===== src/design/u16rf_pkg.sv =====
`default_nettype none

package u16rf_pkg;

  // Guest register window sits at I/O base 0x3F8; only the offset arrives here.

  localparam int unsigned DEFAULT_RESET_DIVISOR = 1;

  localparam int unsigned IN_DATA_W  = 32;
  localparam int unsigned IN_USER_W  = 2;
  localparam int unsigned OUT_DATA_W = 48;

  typedef enum logic [1:0] {
    OP_READ  = 2'd0,
    OP_WRITE = 2'd1,
    OP_POLL  = 2'd2,
    OP_NONE  = 2'd3
  } op_t;

  typedef enum logic [2:0] {
    OFF_RBR = 3'd0,
    OFF_IER = 3'd1,
    OFF_IIR = 3'd2,
    OFF_LCR = 3'd3,
    OFF_MCR = 3'd4,
    OFF_LSR = 3'd5,
    OFF_MSR = 3'd6,
    OFF_SCR = 3'd7
  } off_t;

  localparam logic [7:0] LCR_RESET     = 8'h03;
  localparam logic [7:0] IIR_RX_DATA   = 8'hC4;
  localparam logic [7:0] IIR_NONE      = 8'hC1;
  localparam logic [7:0] MSR_FIXED     = 8'hB0;
  localparam logic [7:0] LSR_THR_EMPTY = 8'h60;

  localparam int unsigned LCR_DLAB_BIT  = 7;
  localparam int unsigned MCR_OUT2_BIT  = 3;
  localparam int unsigned MCR_LOOP_BIT  = 4;
  localparam int unsigned IER_RX_BIT    = 0;
  localparam int unsigned FCR_EN_BIT    = 0;
  localparam int unsigned FCR_RXCLR_BIT = 1;
  localparam int unsigned FCR_TXCLR_BIT = 2;

  typedef struct packed {
    op_t        op;
    off_t       reg_offset;
    logic [7:0] write_data;
    logic       rx_available;
    logic       tx_ready;
    logic [7:0] rx_byte;
    logic [3:0] rx_flags;
  } item_t;

  typedef struct packed {
    logic [7:0]  read_data;
    logic        rx_pop;
    logic        tx_push;
    logic [7:0]  tx_byte;
    logic        irq_request;
    logic        format_changed;
    logic [15:0] divisor;
    logic [7:0]  line_control;
    logic        loopback;
    logic        rx_flush;
    logic        tx_flush;
    logic        fifo_enable;
  } result_t;

  // err: bit0 OE, bit1 PE, bit2 FE, bit3 BI (LSR bits 1..4)
  typedef struct packed {
    logic [7:0] lcr;
    logic [7:0] ier;
    logic [7:0] mcr;
    logic [7:0] fcr;
    logic [7:0] dll;
    logic [7:0] dlm;
    logic [7:0] scr;
    logic [7:0] last_rx;
    logic [3:0] err;
    logic       armed;
  } state_t;

endpackage

`default_nettype wire


===== src/design/u16rf_step.sv =====
`default_nettype none

module u16rf_step (
  input  u16rf_pkg::item_t   item,
  input  u16rf_pkg::state_t  st,
  output u16rf_pkg::result_t res,
  output u16rf_pkg::state_t  st_next
);
  import u16rf_pkg::*;

  logic dlab;

  assign dlab = st.lcr[LCR_DLAB_BIT];

  always_comb begin
    st_next = st;
    res     = '0;
    unique case (item.op)
      OP_READ: begin
        unique case (item.reg_offset)
          OFF_RBR: begin
            if (dlab) begin
              res.read_data = st.dll;
            end else if (item.rx_available) begin
              res.read_data   = item.rx_byte;
              res.rx_pop      = 1'b1;
              st_next.last_rx = item.rx_byte;
              // flags FE,PE,BI,OE reordered into OE,PE,FE,BI
              st_next.err     = st.err | {item.rx_flags[2], item.rx_flags[0],
                                          item.rx_flags[1], item.rx_flags[3]};
              st_next.armed   = 1'b0;
            end else begin
              res.read_data = st.last_rx;
            end
          end
          OFF_IER: res.read_data = dlab ? st.dlm : st.ier;
          OFF_IIR: res.read_data = (st.ier[IER_RX_BIT] && item.rx_available) ?
                                   IIR_RX_DATA : IIR_NONE;
          OFF_LCR: res.read_data = st.lcr;
          OFF_MCR: res.read_data = st.mcr;
          OFF_LSR: begin
            res.read_data = (item.tx_ready ? LSR_THR_EMPTY : 8'h00) |
                            {3'b000, st.err, item.rx_available};
            st_next.err   = '0;
          end
          OFF_MSR: res.read_data = MSR_FIXED;
          OFF_SCR: res.read_data = st.scr;
        endcase
      end
      OP_WRITE: begin
        unique case (item.reg_offset)
          OFF_RBR: begin
            if (dlab) begin
              st_next.dll        = item.write_data;
              res.format_changed = 1'b1;
            end else if (item.tx_ready) begin
              res.tx_push = 1'b1;
              res.tx_byte = item.write_data;
            end
          end
          OFF_IER: begin
            if (dlab) begin
              st_next.dlm        = item.write_data;
              res.format_changed = 1'b1;
            end else begin
              // rising receive-enable rearms the interrupt
              if (!st.ier[IER_RX_BIT] && item.write_data[IER_RX_BIT]) begin
                st_next.armed = 1'b0;
              end
              st_next.ier = item.write_data;
            end
          end
          OFF_IIR: begin
            if (item.write_data[FCR_RXCLR_BIT]) begin
              res.rx_flush  = 1'b1;
              st_next.err   = '0;
              st_next.armed = 1'b0;
            end
            res.tx_flush = item.write_data[FCR_TXCLR_BIT];
            st_next.fcr  = item.write_data;
          end
          OFF_LCR: begin
            st_next.lcr        = item.write_data;
            res.format_changed = 1'b1;
          end
          OFF_MCR: begin
            st_next.mcr = item.write_data;
            if (!item.write_data[MCR_OUT2_BIT]) begin
              st_next.armed = 1'b0;
            end
          end
          OFF_LSR, OFF_MSR: ;
          OFF_SCR: st_next.scr = item.write_data;
        endcase
      end
      OP_POLL: begin
        if (st.mcr[MCR_OUT2_BIT] && st.ier[IER_RX_BIT] && item.rx_available && !st.armed) begin
          st_next.armed   = 1'b1;
          res.irq_request = 1'b1;
        end else if (!item.rx_available) begin
          st_next.armed = 1'b0;
        end
      end
      OP_NONE: ;
    endcase

    res.divisor      = {st_next.dlm, st_next.dll};
    res.line_control = st_next.lcr;
    res.loopback     = st_next.mcr[MCR_LOOP_BIT];
    res.fifo_enable  = st_next.fcr[FCR_EN_BIT];
  end

endmodule

`default_nettype wire


===== src/design/uart_16550_register_front_core.sv =====
// 16550-style register front for a plain UART backend. Each slave item is a guest
// register read, a guest register write, an interrupt poll or a no-op (tuser), with a
// snapshot of the backend status and receive head byte; each produces exactly one
// master item carrying the read data, backend strobes (pop, push, flushes) and the
// current format outputs. An item passes through the input register, then the decode
// and register update into the result register, and a new item is accepted every
// cycle while the input register is empty or advancing; the register file update is
// the loop that sets this rate. A result waiting on m_tready stalls only once the input
// register is also full.
`default_nettype none

module uart_16550_register_front_core #(
  parameter int unsigned RESET_DIVISOR = u16rf_pkg::DEFAULT_RESET_DIVISOR
) (
  input  wire                               clk,
  input  wire                               rst,
  input  wire                               s_tvalid,
  output logic                              s_tready,
  // reg_offset[2:0], write_data[10:3], rx_available[11], tx_ready[12],
  // rx_byte[20:13], rx_flags[24:21], zero fill [31:25]
  input  wire  [u16rf_pkg::IN_DATA_W-1:0]   s_tdata,
  // op[1:0]
  input  wire  [u16rf_pkg::IN_USER_W-1:0]   s_tuser,
  output logic                              m_tvalid,
  input  wire                               m_tready,
  // read_data[7:0], rx_pop[8], tx_push[9], tx_byte[17:10], irq_request[18],
  // format_changed[19], divisor[35:20], line_control[43:36], loopback[44],
  // rx_flush[45], tx_flush[46], fifo_enable[47]
  output logic [u16rf_pkg::OUT_DATA_W-1:0]  m_tdata
);
  import u16rf_pkg::*;

  logic    in_valid;
  item_t   in_item;
  logic    out_valid;
  result_t out_res;
  state_t  st;
  state_t  st_next;
  result_t step_res;
  logic    adv;

  assign adv      = in_valid && (!out_valid || m_tready);
  assign s_tready = !in_valid || adv;

  u16rf_step u_step (
    .item    (in_item),
    .st      (st),
    .res     (step_res),
    .st_next (st_next)
  );

  always_ff @(posedge clk) begin
    if (rst) begin
      in_valid  <= 1'b0;
      out_valid <= 1'b0;
      st        <= '{lcr: LCR_RESET, dll: RESET_DIVISOR[7:0], default: '0};
    end else begin
      if (s_tvalid && s_tready) begin
        in_valid <= 1'b1;
      end else if (adv) begin
        in_valid <= 1'b0;
      end
      if (adv) begin
        out_valid <= 1'b1;
        st        <= st_next;
      end else if (m_tready) begin
        out_valid <= 1'b0;
      end
    end
  end

  always_ff @(posedge clk) begin
    if (s_tvalid && s_tready) begin
      in_item.op           <= op_t'(s_tuser);
      in_item.reg_offset   <= off_t'(s_tdata[2:0]);
      in_item.write_data   <= s_tdata[10:3];
      in_item.rx_available <= s_tdata[11];
      in_item.tx_ready     <= s_tdata[12];
      in_item.rx_byte      <= s_tdata[20:13];
      in_item.rx_flags     <= s_tdata[24:21];
    end
    if (adv) begin
      out_res <= step_res;
    end
  end

  assign m_tvalid = out_valid;
  assign m_tdata  = {out_res.fifo_enable, out_res.tx_flush, out_res.rx_flush,
                     out_res.loopback, out_res.line_control, out_res.divisor,
                     out_res.format_changed, out_res.irq_request, out_res.tx_byte,
                     out_res.tx_push, out_res.rx_pop, out_res.read_data};

`ifndef SYNTHESIS
  a_reset_lcr : assert property (@(posedge clk) rst |=> st.lcr == LCR_RESET)
    else $error("line control not at reset value");

  a_pop_disarms : assert property (@(posedge clk) disable iff (rst)
    (adv && step_res.rx_pop) |=> !st.armed)
    else $error("receive pop left interrupt armed");

  a_irq_arms : assert property (@(posedge clk) disable iff (rst)
    (adv && step_res.irq_request) |=> st.armed)
    else $error("interrupt request did not arm");

  a_divisor_tracks : assert property (@(posedge clk) disable iff (rst)
    adv |=> out_res.divisor == {st.dlm, st.dll})
    else $error("divisor output out of step with registers");

  a_pop_push_excl : assert property (@(posedge clk) disable iff (rst)
    out_valid |-> !(out_res.rx_pop && out_res.tx_push))
    else $error("pop and push in one item");
`endif

endmodule

`default_nettype wire

===== config.mk =====
export PLATFORM = sky130hd
export DESIGN_NAME = uart_16550_register_front_core
export DESIGN_NICKNAME = d
export VERILOG_FILES = /design/src/design/u16rf_pkg.sv /design/src/design/u16rf_step.sv /design/src/design/uart_16550_register_front_core.sv
export SDC_FILE = /design/constraint.sdc
export NUM_CORES = 1
export LEC_CHECK = 0
export ABC_AREA = 1
export BUFFER_PORTS_ARGS = -buffer_cell sky130_fd_sc_hd__buf_2
export CAP_MARGIN = 25
export CELL_PAD_IN_SITES_DETAIL_PLACEMENT = 1
export CELL_PAD_IN_SITES_GLOBAL_PLACEMENT = 2
export CORE_ASPECT_RATIO = 1.2
export CORE_MARGIN = 3
export CORE_UTILIZATION = 37
export DETAILED_ROUTE_END_ITERATION = 10
export GPL_ROUTABILITY_DRIVEN = 0
export HOLD_SLACK_MARGIN = 0.12
export MAX_ROUTING_LAYER = met4
export PLACE_DENSITY_LB_ADDON = 0.1
export SLEW_MARGIN = 20
export SYNTH_ARGS = -nofsm -noshare
export SYNTH_HDL_FRONTEND = slang
export SYNTH_HIERARCHICAL = 1
export SYNTH_SLANG_ARGS = --single-unit

===== constraint.sdc =====
create_clock -name clk -period 3.2 [get_ports clk]
set_input_delay 0.16 -clock clk [delete_from_list [all_inputs] [get_ports clk]]
set_output_delay 0.16 -clock clk [all_outputs]
set_load 0.005 [all_outputs]

==> flow_metrics.tcl, run 1 <==
set metrics [dict create \
    antenna_found_initial 0 \
    fin_area_mm2 0.00824 \
    drt-pass1-iter-count 4 \
    start_util_pct 38.4 \
    status "completed" \
    maxSlewHeadroom_pct 40.0 \
    layout_commonest_cell "nand2_1" \
    max_stage_delay_ps 620 \
    grt_max_degree 80 \
    p_per_area_mw_per_mm2 555 \
    multi_input_area_mm2 0.00263 \
    m1WireLength_um 9630 \
    p_sw_share_pct 25.7 \
    period_needed_ps 2330 \
    ios 88 \
    power_frac_seq_pct 45.5 \
    power_leakage_nw 3.52 \
    combPwrFrac_pct 11.5 \
    drtIter0Drc 407 \
    cp.arrival_ps 2680 \
    clk_latency_ps 420 \
    via_count 6240 \
    wl_um 22500 \
    yosysWarnings 6 \
    skew_ps 9.06 \
    rsz0062_at_grt "false" \
    cts.sink_count 139 \
    grt_pass1_wl_um 35800 \
    start_kind "register" \
    regArea_mm2 0.00354 \
    path_class "register to register" \
    dieArea_mm2 0.0209 \
    gr-total-overflow 0 \
    track_usage_pct 22.8 \
    holdCritPathClass "input pin to register" \
    diodes 0 \
    tightest_slew_ps 899 \
    placed_area_mm2 0.00737 \
    slowest_stage "edfxtp_1" \
    worstPathCellList "inv_1 > nor2_2 > nand2_1 > o21ai_0 > inv_1 > nand3_1 > nand2_1 > nor2_1" \
    met3_length_um 1020 \
    row_count 54 \
    numCtsBuffers 17 \
    die_w_um 133 \
    cts_tree "built" \
    cts_max_path_buffers 2 \
    crit_fanout 16 \
    fillers 2314 \
    required_ps 3550 \
    die_h_um 158 \
    setup_violations 0 \
    cp-end-kind "register" \
    cts.repair.resized 0 \
    final_core_util_pct 44.5 \
    drive_gt1_share_pct 14.2 \
    grt_pass1_vias 6547 \
    final_cells 1235 \
    place_hpwl_um 15000 \
    wl_met2_um 11300 \
    highest_layer "met4" \
    htree_levels 4 \
    synth_area_mm2 0.00712 \
    finalPower_mw 4.57 \
    clk_pin_slew_ps 60 \
    post_drt_wl_per_cell_um 18.3 \
    tns_ps 0 \
    placed_cells 1174 \
    fin_nets 1008 \
    syn_avg_cell_area_um2 7.79 \
    switching_power_mw 1.18 \
    clock-root-buffer "clkbuf_16" \
    ir_drop_mv 0.360 \
    syn2layout_area_growth_pct 15.8 \
    drv_cap 0 \
    post_cts_buffers 0 \
    port_buffers 80 \
    internal_power_mw 3.40 \
    hold_viol 0 \
    synth_nets 951 \
    drc_errors 0 \
    layout_common_cells "220 x nand2_1, 102 x inv_1, 101 x nor2_1" \
    fin_crit_sh_pct 72.7 \
    postRouteAntennaNets 0 \
    fmax_ghz 0.430 \
    core-area_mm2 0.0185 \
    pwr-share-clk_pct 43.0 \
    viasPerCell 5.05 \
    slew_violations 0 \
    netlist_instances 913 \
]
==> worst max-delay path: cells and delay by family (launching register included) <==
family	cells	cell delay (ps)
AO/OA/AOI/OAI	1	390
buffers and inverters	2	370
flip-flops	1	620
AND/OR/NAND/NOR	5	860
==> flip-flops by register name, summed over array words and instances, names as in the netlist <==
name,flops
m_tvalid,1
m_tdata,48
in_item,27
in_valid,1
st,62
==> routing by layer <==
metal	GRT usage, %	up-vias
met5	-	-
met4	8.27	0
met3	4.32	32
met2	39.2	130
met1	26.8	3034
li1	-	3044
==> power groups by stage <==
stage               clock network (mW)  logic (mW)  registers, mW
finish                            1.97       0.524           2.08
global route                      2.08       0.599           2.10
CTS                               2.00       0.530           2.08
detailed placement                   0       0.498           2.12
global placement                     0       0.474           2.11
floorplan                            0       0.387           2.08
==> per-stage QoR <==
step	worst slack [ps]	hold slack, ps
final	872	388
after CTS	842	402
after detailed placement	887	339
after floorplan	1210	229
after global placement	965	336
after global routing	611	417
==> area by class of cell <==
type | instances | share of cell area, %
inverters | 107 | 4.89
well taps | 252 | 3.83
repair buffers | 121 | 9.47
flip-flops and latches | 139 | 42.9
clock inverters | 7 | 1.09
clock buffers | 25 | 5.89
multi-input cells | 584 | 31.9
==> worst paths after layout <==
check                     endpoint                  start  slack [ps]  cells past startpoint
min reg2reg    st[18]$_SDFFE_PP0P_    st[18]$_SDFFE_PP0P_         480                      2
max            st[49]$_SDFFE_PP0P_  in_item[24]$_DFFE_PP_         870                      8
min          in_item[17]$_DFFE_PP_               s_tvalid         390                      4
max reg2reg    st[49]$_SDFFE_PP0P_  in_item[24]$_DFFE_PP_         870                      8
==> what timing repair did <==
item                       in CTS  in global routing
hold endpoints to repair       29                  0
hold buffers                   29                  0
setup endpoints to repair       0                  0
Note: power is estimated with default switching activity, not from simulation.
==> run 2: changes to the inputs <==
--- a/config.mk
+++ b/config.mk
@@ -5,14 +5,14 @@
 export SDC_FILE = /design/constraint.sdc
 export NUM_CORES = 1
 export LEC_CHECK = 0
-export ABC_AREA = 1
+export ABC_AREA = 0
 export BUFFER_PORTS_ARGS = -buffer_cell sky130_fd_sc_hd__buf_2
 export CAP_MARGIN = 25
 export CELL_PAD_IN_SITES_DETAIL_PLACEMENT = 1
 export CELL_PAD_IN_SITES_GLOBAL_PLACEMENT = 2
 export CORE_ASPECT_RATIO = 1.2
 export CORE_MARGIN = 3
-export CORE_UTILIZATION = 37
+export CORE_UTILIZATION = 39
 export DETAILED_ROUTE_END_ITERATION = 10
 export GPL_ROUTABILITY_DRIVEN = 0
 export HOLD_SLACK_MARGIN = 0.12
==> constraint.sdc (replaced) <==
create_clock -name clk -period 2.3 [get_ports clk]
set_input_delay 0.115 -clock clk [delete_from_list [all_inputs] [get_ports clk]]
set_output_delay 0.115 -clock clk [all_outputs]
set_load 0.005 [all_outputs]
==> flow_metrics.tcl, run 2 <==
set metrics [dict create \
    status "completed" \
    wl_um 18600 \
    holdCritPathClass "input pin to register" \
    numCtsBuffers 17 \
    slew_violations 0 \
    postRouteAntennaNets 0 \
    cts_tree "built" \
    layout_common_cells "122 x nand2b_1, 80 x mux2i_1, 80 x buf_2" \
    antenna_found_initial 0 \
    diodes 0 \
    fmax_ghz 0.474 \
    tightest_slew_ps 585 \
    drv_cap 0 \
    core-area_mm2 0.0177 \
    start_kind "register" \
    post_drt_wl_per_cell_um 20.2 \
    post_cts_buffers 0 \
    viasPerCell 5.17 \
    fin_area_mm2 0.00845 \
    synth_nets 641 \
    place_hpwl_um 12500 \
    clk_latency_ps 420 \
    via_count 4768 \
    largest-register "st" \
    syn2layout_area_growth_pct 19.0 \
    layout_commonest_cell "nand2b_1" \
    synth_area_mm2 0.00710 \
    maxSlewHeadroom_pct 60.9 \
    placed_area_mm2 0.00752 \
    multi_input_area_mm2 0.00306 \
    drtIter0Drc 322 \
    pwr-share-clk_pct 48.2 \
    cts_max_path_buffers 2 \
    p_sw_share_pct 22.5 \
    fillers 1839 \
    tns_ps 0 \
    die_h_um 154 \
    crit_fanout 12 \
    ios 88 \
    cp-end-kind "register" \
    yosysWarnings 6 \
    power_frac_seq_pct 44.7 \
    grt_pass1_wl_um 28600 \
    start_util_pct 40.1 \
    cts.repair.resized 0 \
    dieArea_mm2 0.0199 \
    ir_drop_mv 0.466 \
    clock-root-buffer "clkbuf_16" \
    fin_crit_sh_pct 91.7 \
    clk_pin_slew_ps 60 \
    internal_power_mw 4.74 \
    netlist_instances 603 \
    drt-pass1-iter-count 4 \
    setup_violations 0 \
    grt_pass1_vias 4985 \
    row_count 53 \
    track_usage_pct 19.6 \
    gr-total-overflow 0 \
    p_per_area_mw_per_mm2 724 \
    htree_levels 4 \
    finalPower_mw 6.12 \
    fin_nets 728 \
    drive_gt1_share_pct 29.3 \
    final_core_util_pct 47.7 \
    grt_max_degree 105 \
    syn_avg_cell_area_um2 11.8 \
    switching_power_mw 1.38 \
    combPwrFrac_pct 7.1 \
    skew_ps 8.61 \
    port_buffers 80 \
    required_ps 2590 \
    largest_reg_flops 62 \
    path_class "register to register" \
    period_needed_ps 2110 \
    cts.sink_count 139 \
    regArea_mm2 0.00353 \
    hold_viol 0 \
    cp.arrival_ps 2400 \
    die_w_um 129 \
    drc_errors 0 \
    rsz0062_at_grt "false" \
    power_leakage_nw 3.17 \
]
run 2: final timing paths:
| kind | cells after the start | endpoint | from | slack [ps] |
|---|---|---|---|---|
| worst max-delay path | 6 | st[27]$_SDFFE_PP0P_ | st[68]$_SDFFE_PP0P_ | 190 |
| worst max register to register | 6 | st[27]$_SDFFE_PP0P_ | st[68]$_SDFFE_PP0P_ | 190 |
| worst min register to register | 2 | st[37]$_SDFFE_PP0P_ | st[37]$_SDFFE_PP0P_ | 480 |
| worst min-delay path | 3 | st[61]$_SDFFE_PP1P_ | rst | 140 |
run 2: final cells by class:
| type | count | share of cell area (%) |
|---|---|---|
| timing repair buffer | 133 | 10.9 |
| clock inverter | 14 | 2.30 |
| clock buffer | 18 | 5.20 |
| inverter | 7 | 0.311 |
| multi-input combinational | 392 | 36.2 |
| tap | 220 | 3.26 |
| sequential | 139 | 41.8 |
run 2: per-stage QoR:
stage                     std cells  worst slack, ps  hold slack [ps]
after floorplan                 603             63.1              214
after global placement          862              288              293
after detailed placement        862              245              294
after CTS                       923              176              142
after global routing            923             95.6              189
final                           923              191              141
run 2: layer usage:
layer / track usage, % / vias up / part of all wire (%)
met5: - / - / 0
met4: 5.60 / 0 / 0.87
met3: 2.71 / 13 / 3.1
met2: 33.5 / 92 / 52
met1: 24.1 / 2378 / 44
li1: - / 2285 / -
run 2: power by group through the flow:
| stage | logic [mW] | registers, mW | clock network [mW] |
|---|---|---|---|
| 3_5_place_dp | 0.400 | 2.79 | 0 |
| 2_1_floorplan | 0.272 | 2.77 | 0 |
| 5_1_grt | 0.468 | 2.74 | 3.11 |
| 4_1_cts | 0.439 | 2.73 | 3.01 |
| 3_3_place_gp | 0.395 | 2.79 | 0 |
| 6_report | 0.434 | 2.73 | 2.95 |
run 2: worst max-delay path: stages (launching register included):
cell	delay [ps]
dfxtp_1	690
inv_1	190
nor4_4	350
buf_4	230
mux2_2	360
nand2b_1	80
mux2i_1	80
run 2: timing repair:
item / CTS / global route
hold buffers: 29 / 0
setup endpoints to repair: 0 / 0
endpoints found under the hold margin: 29 / 0
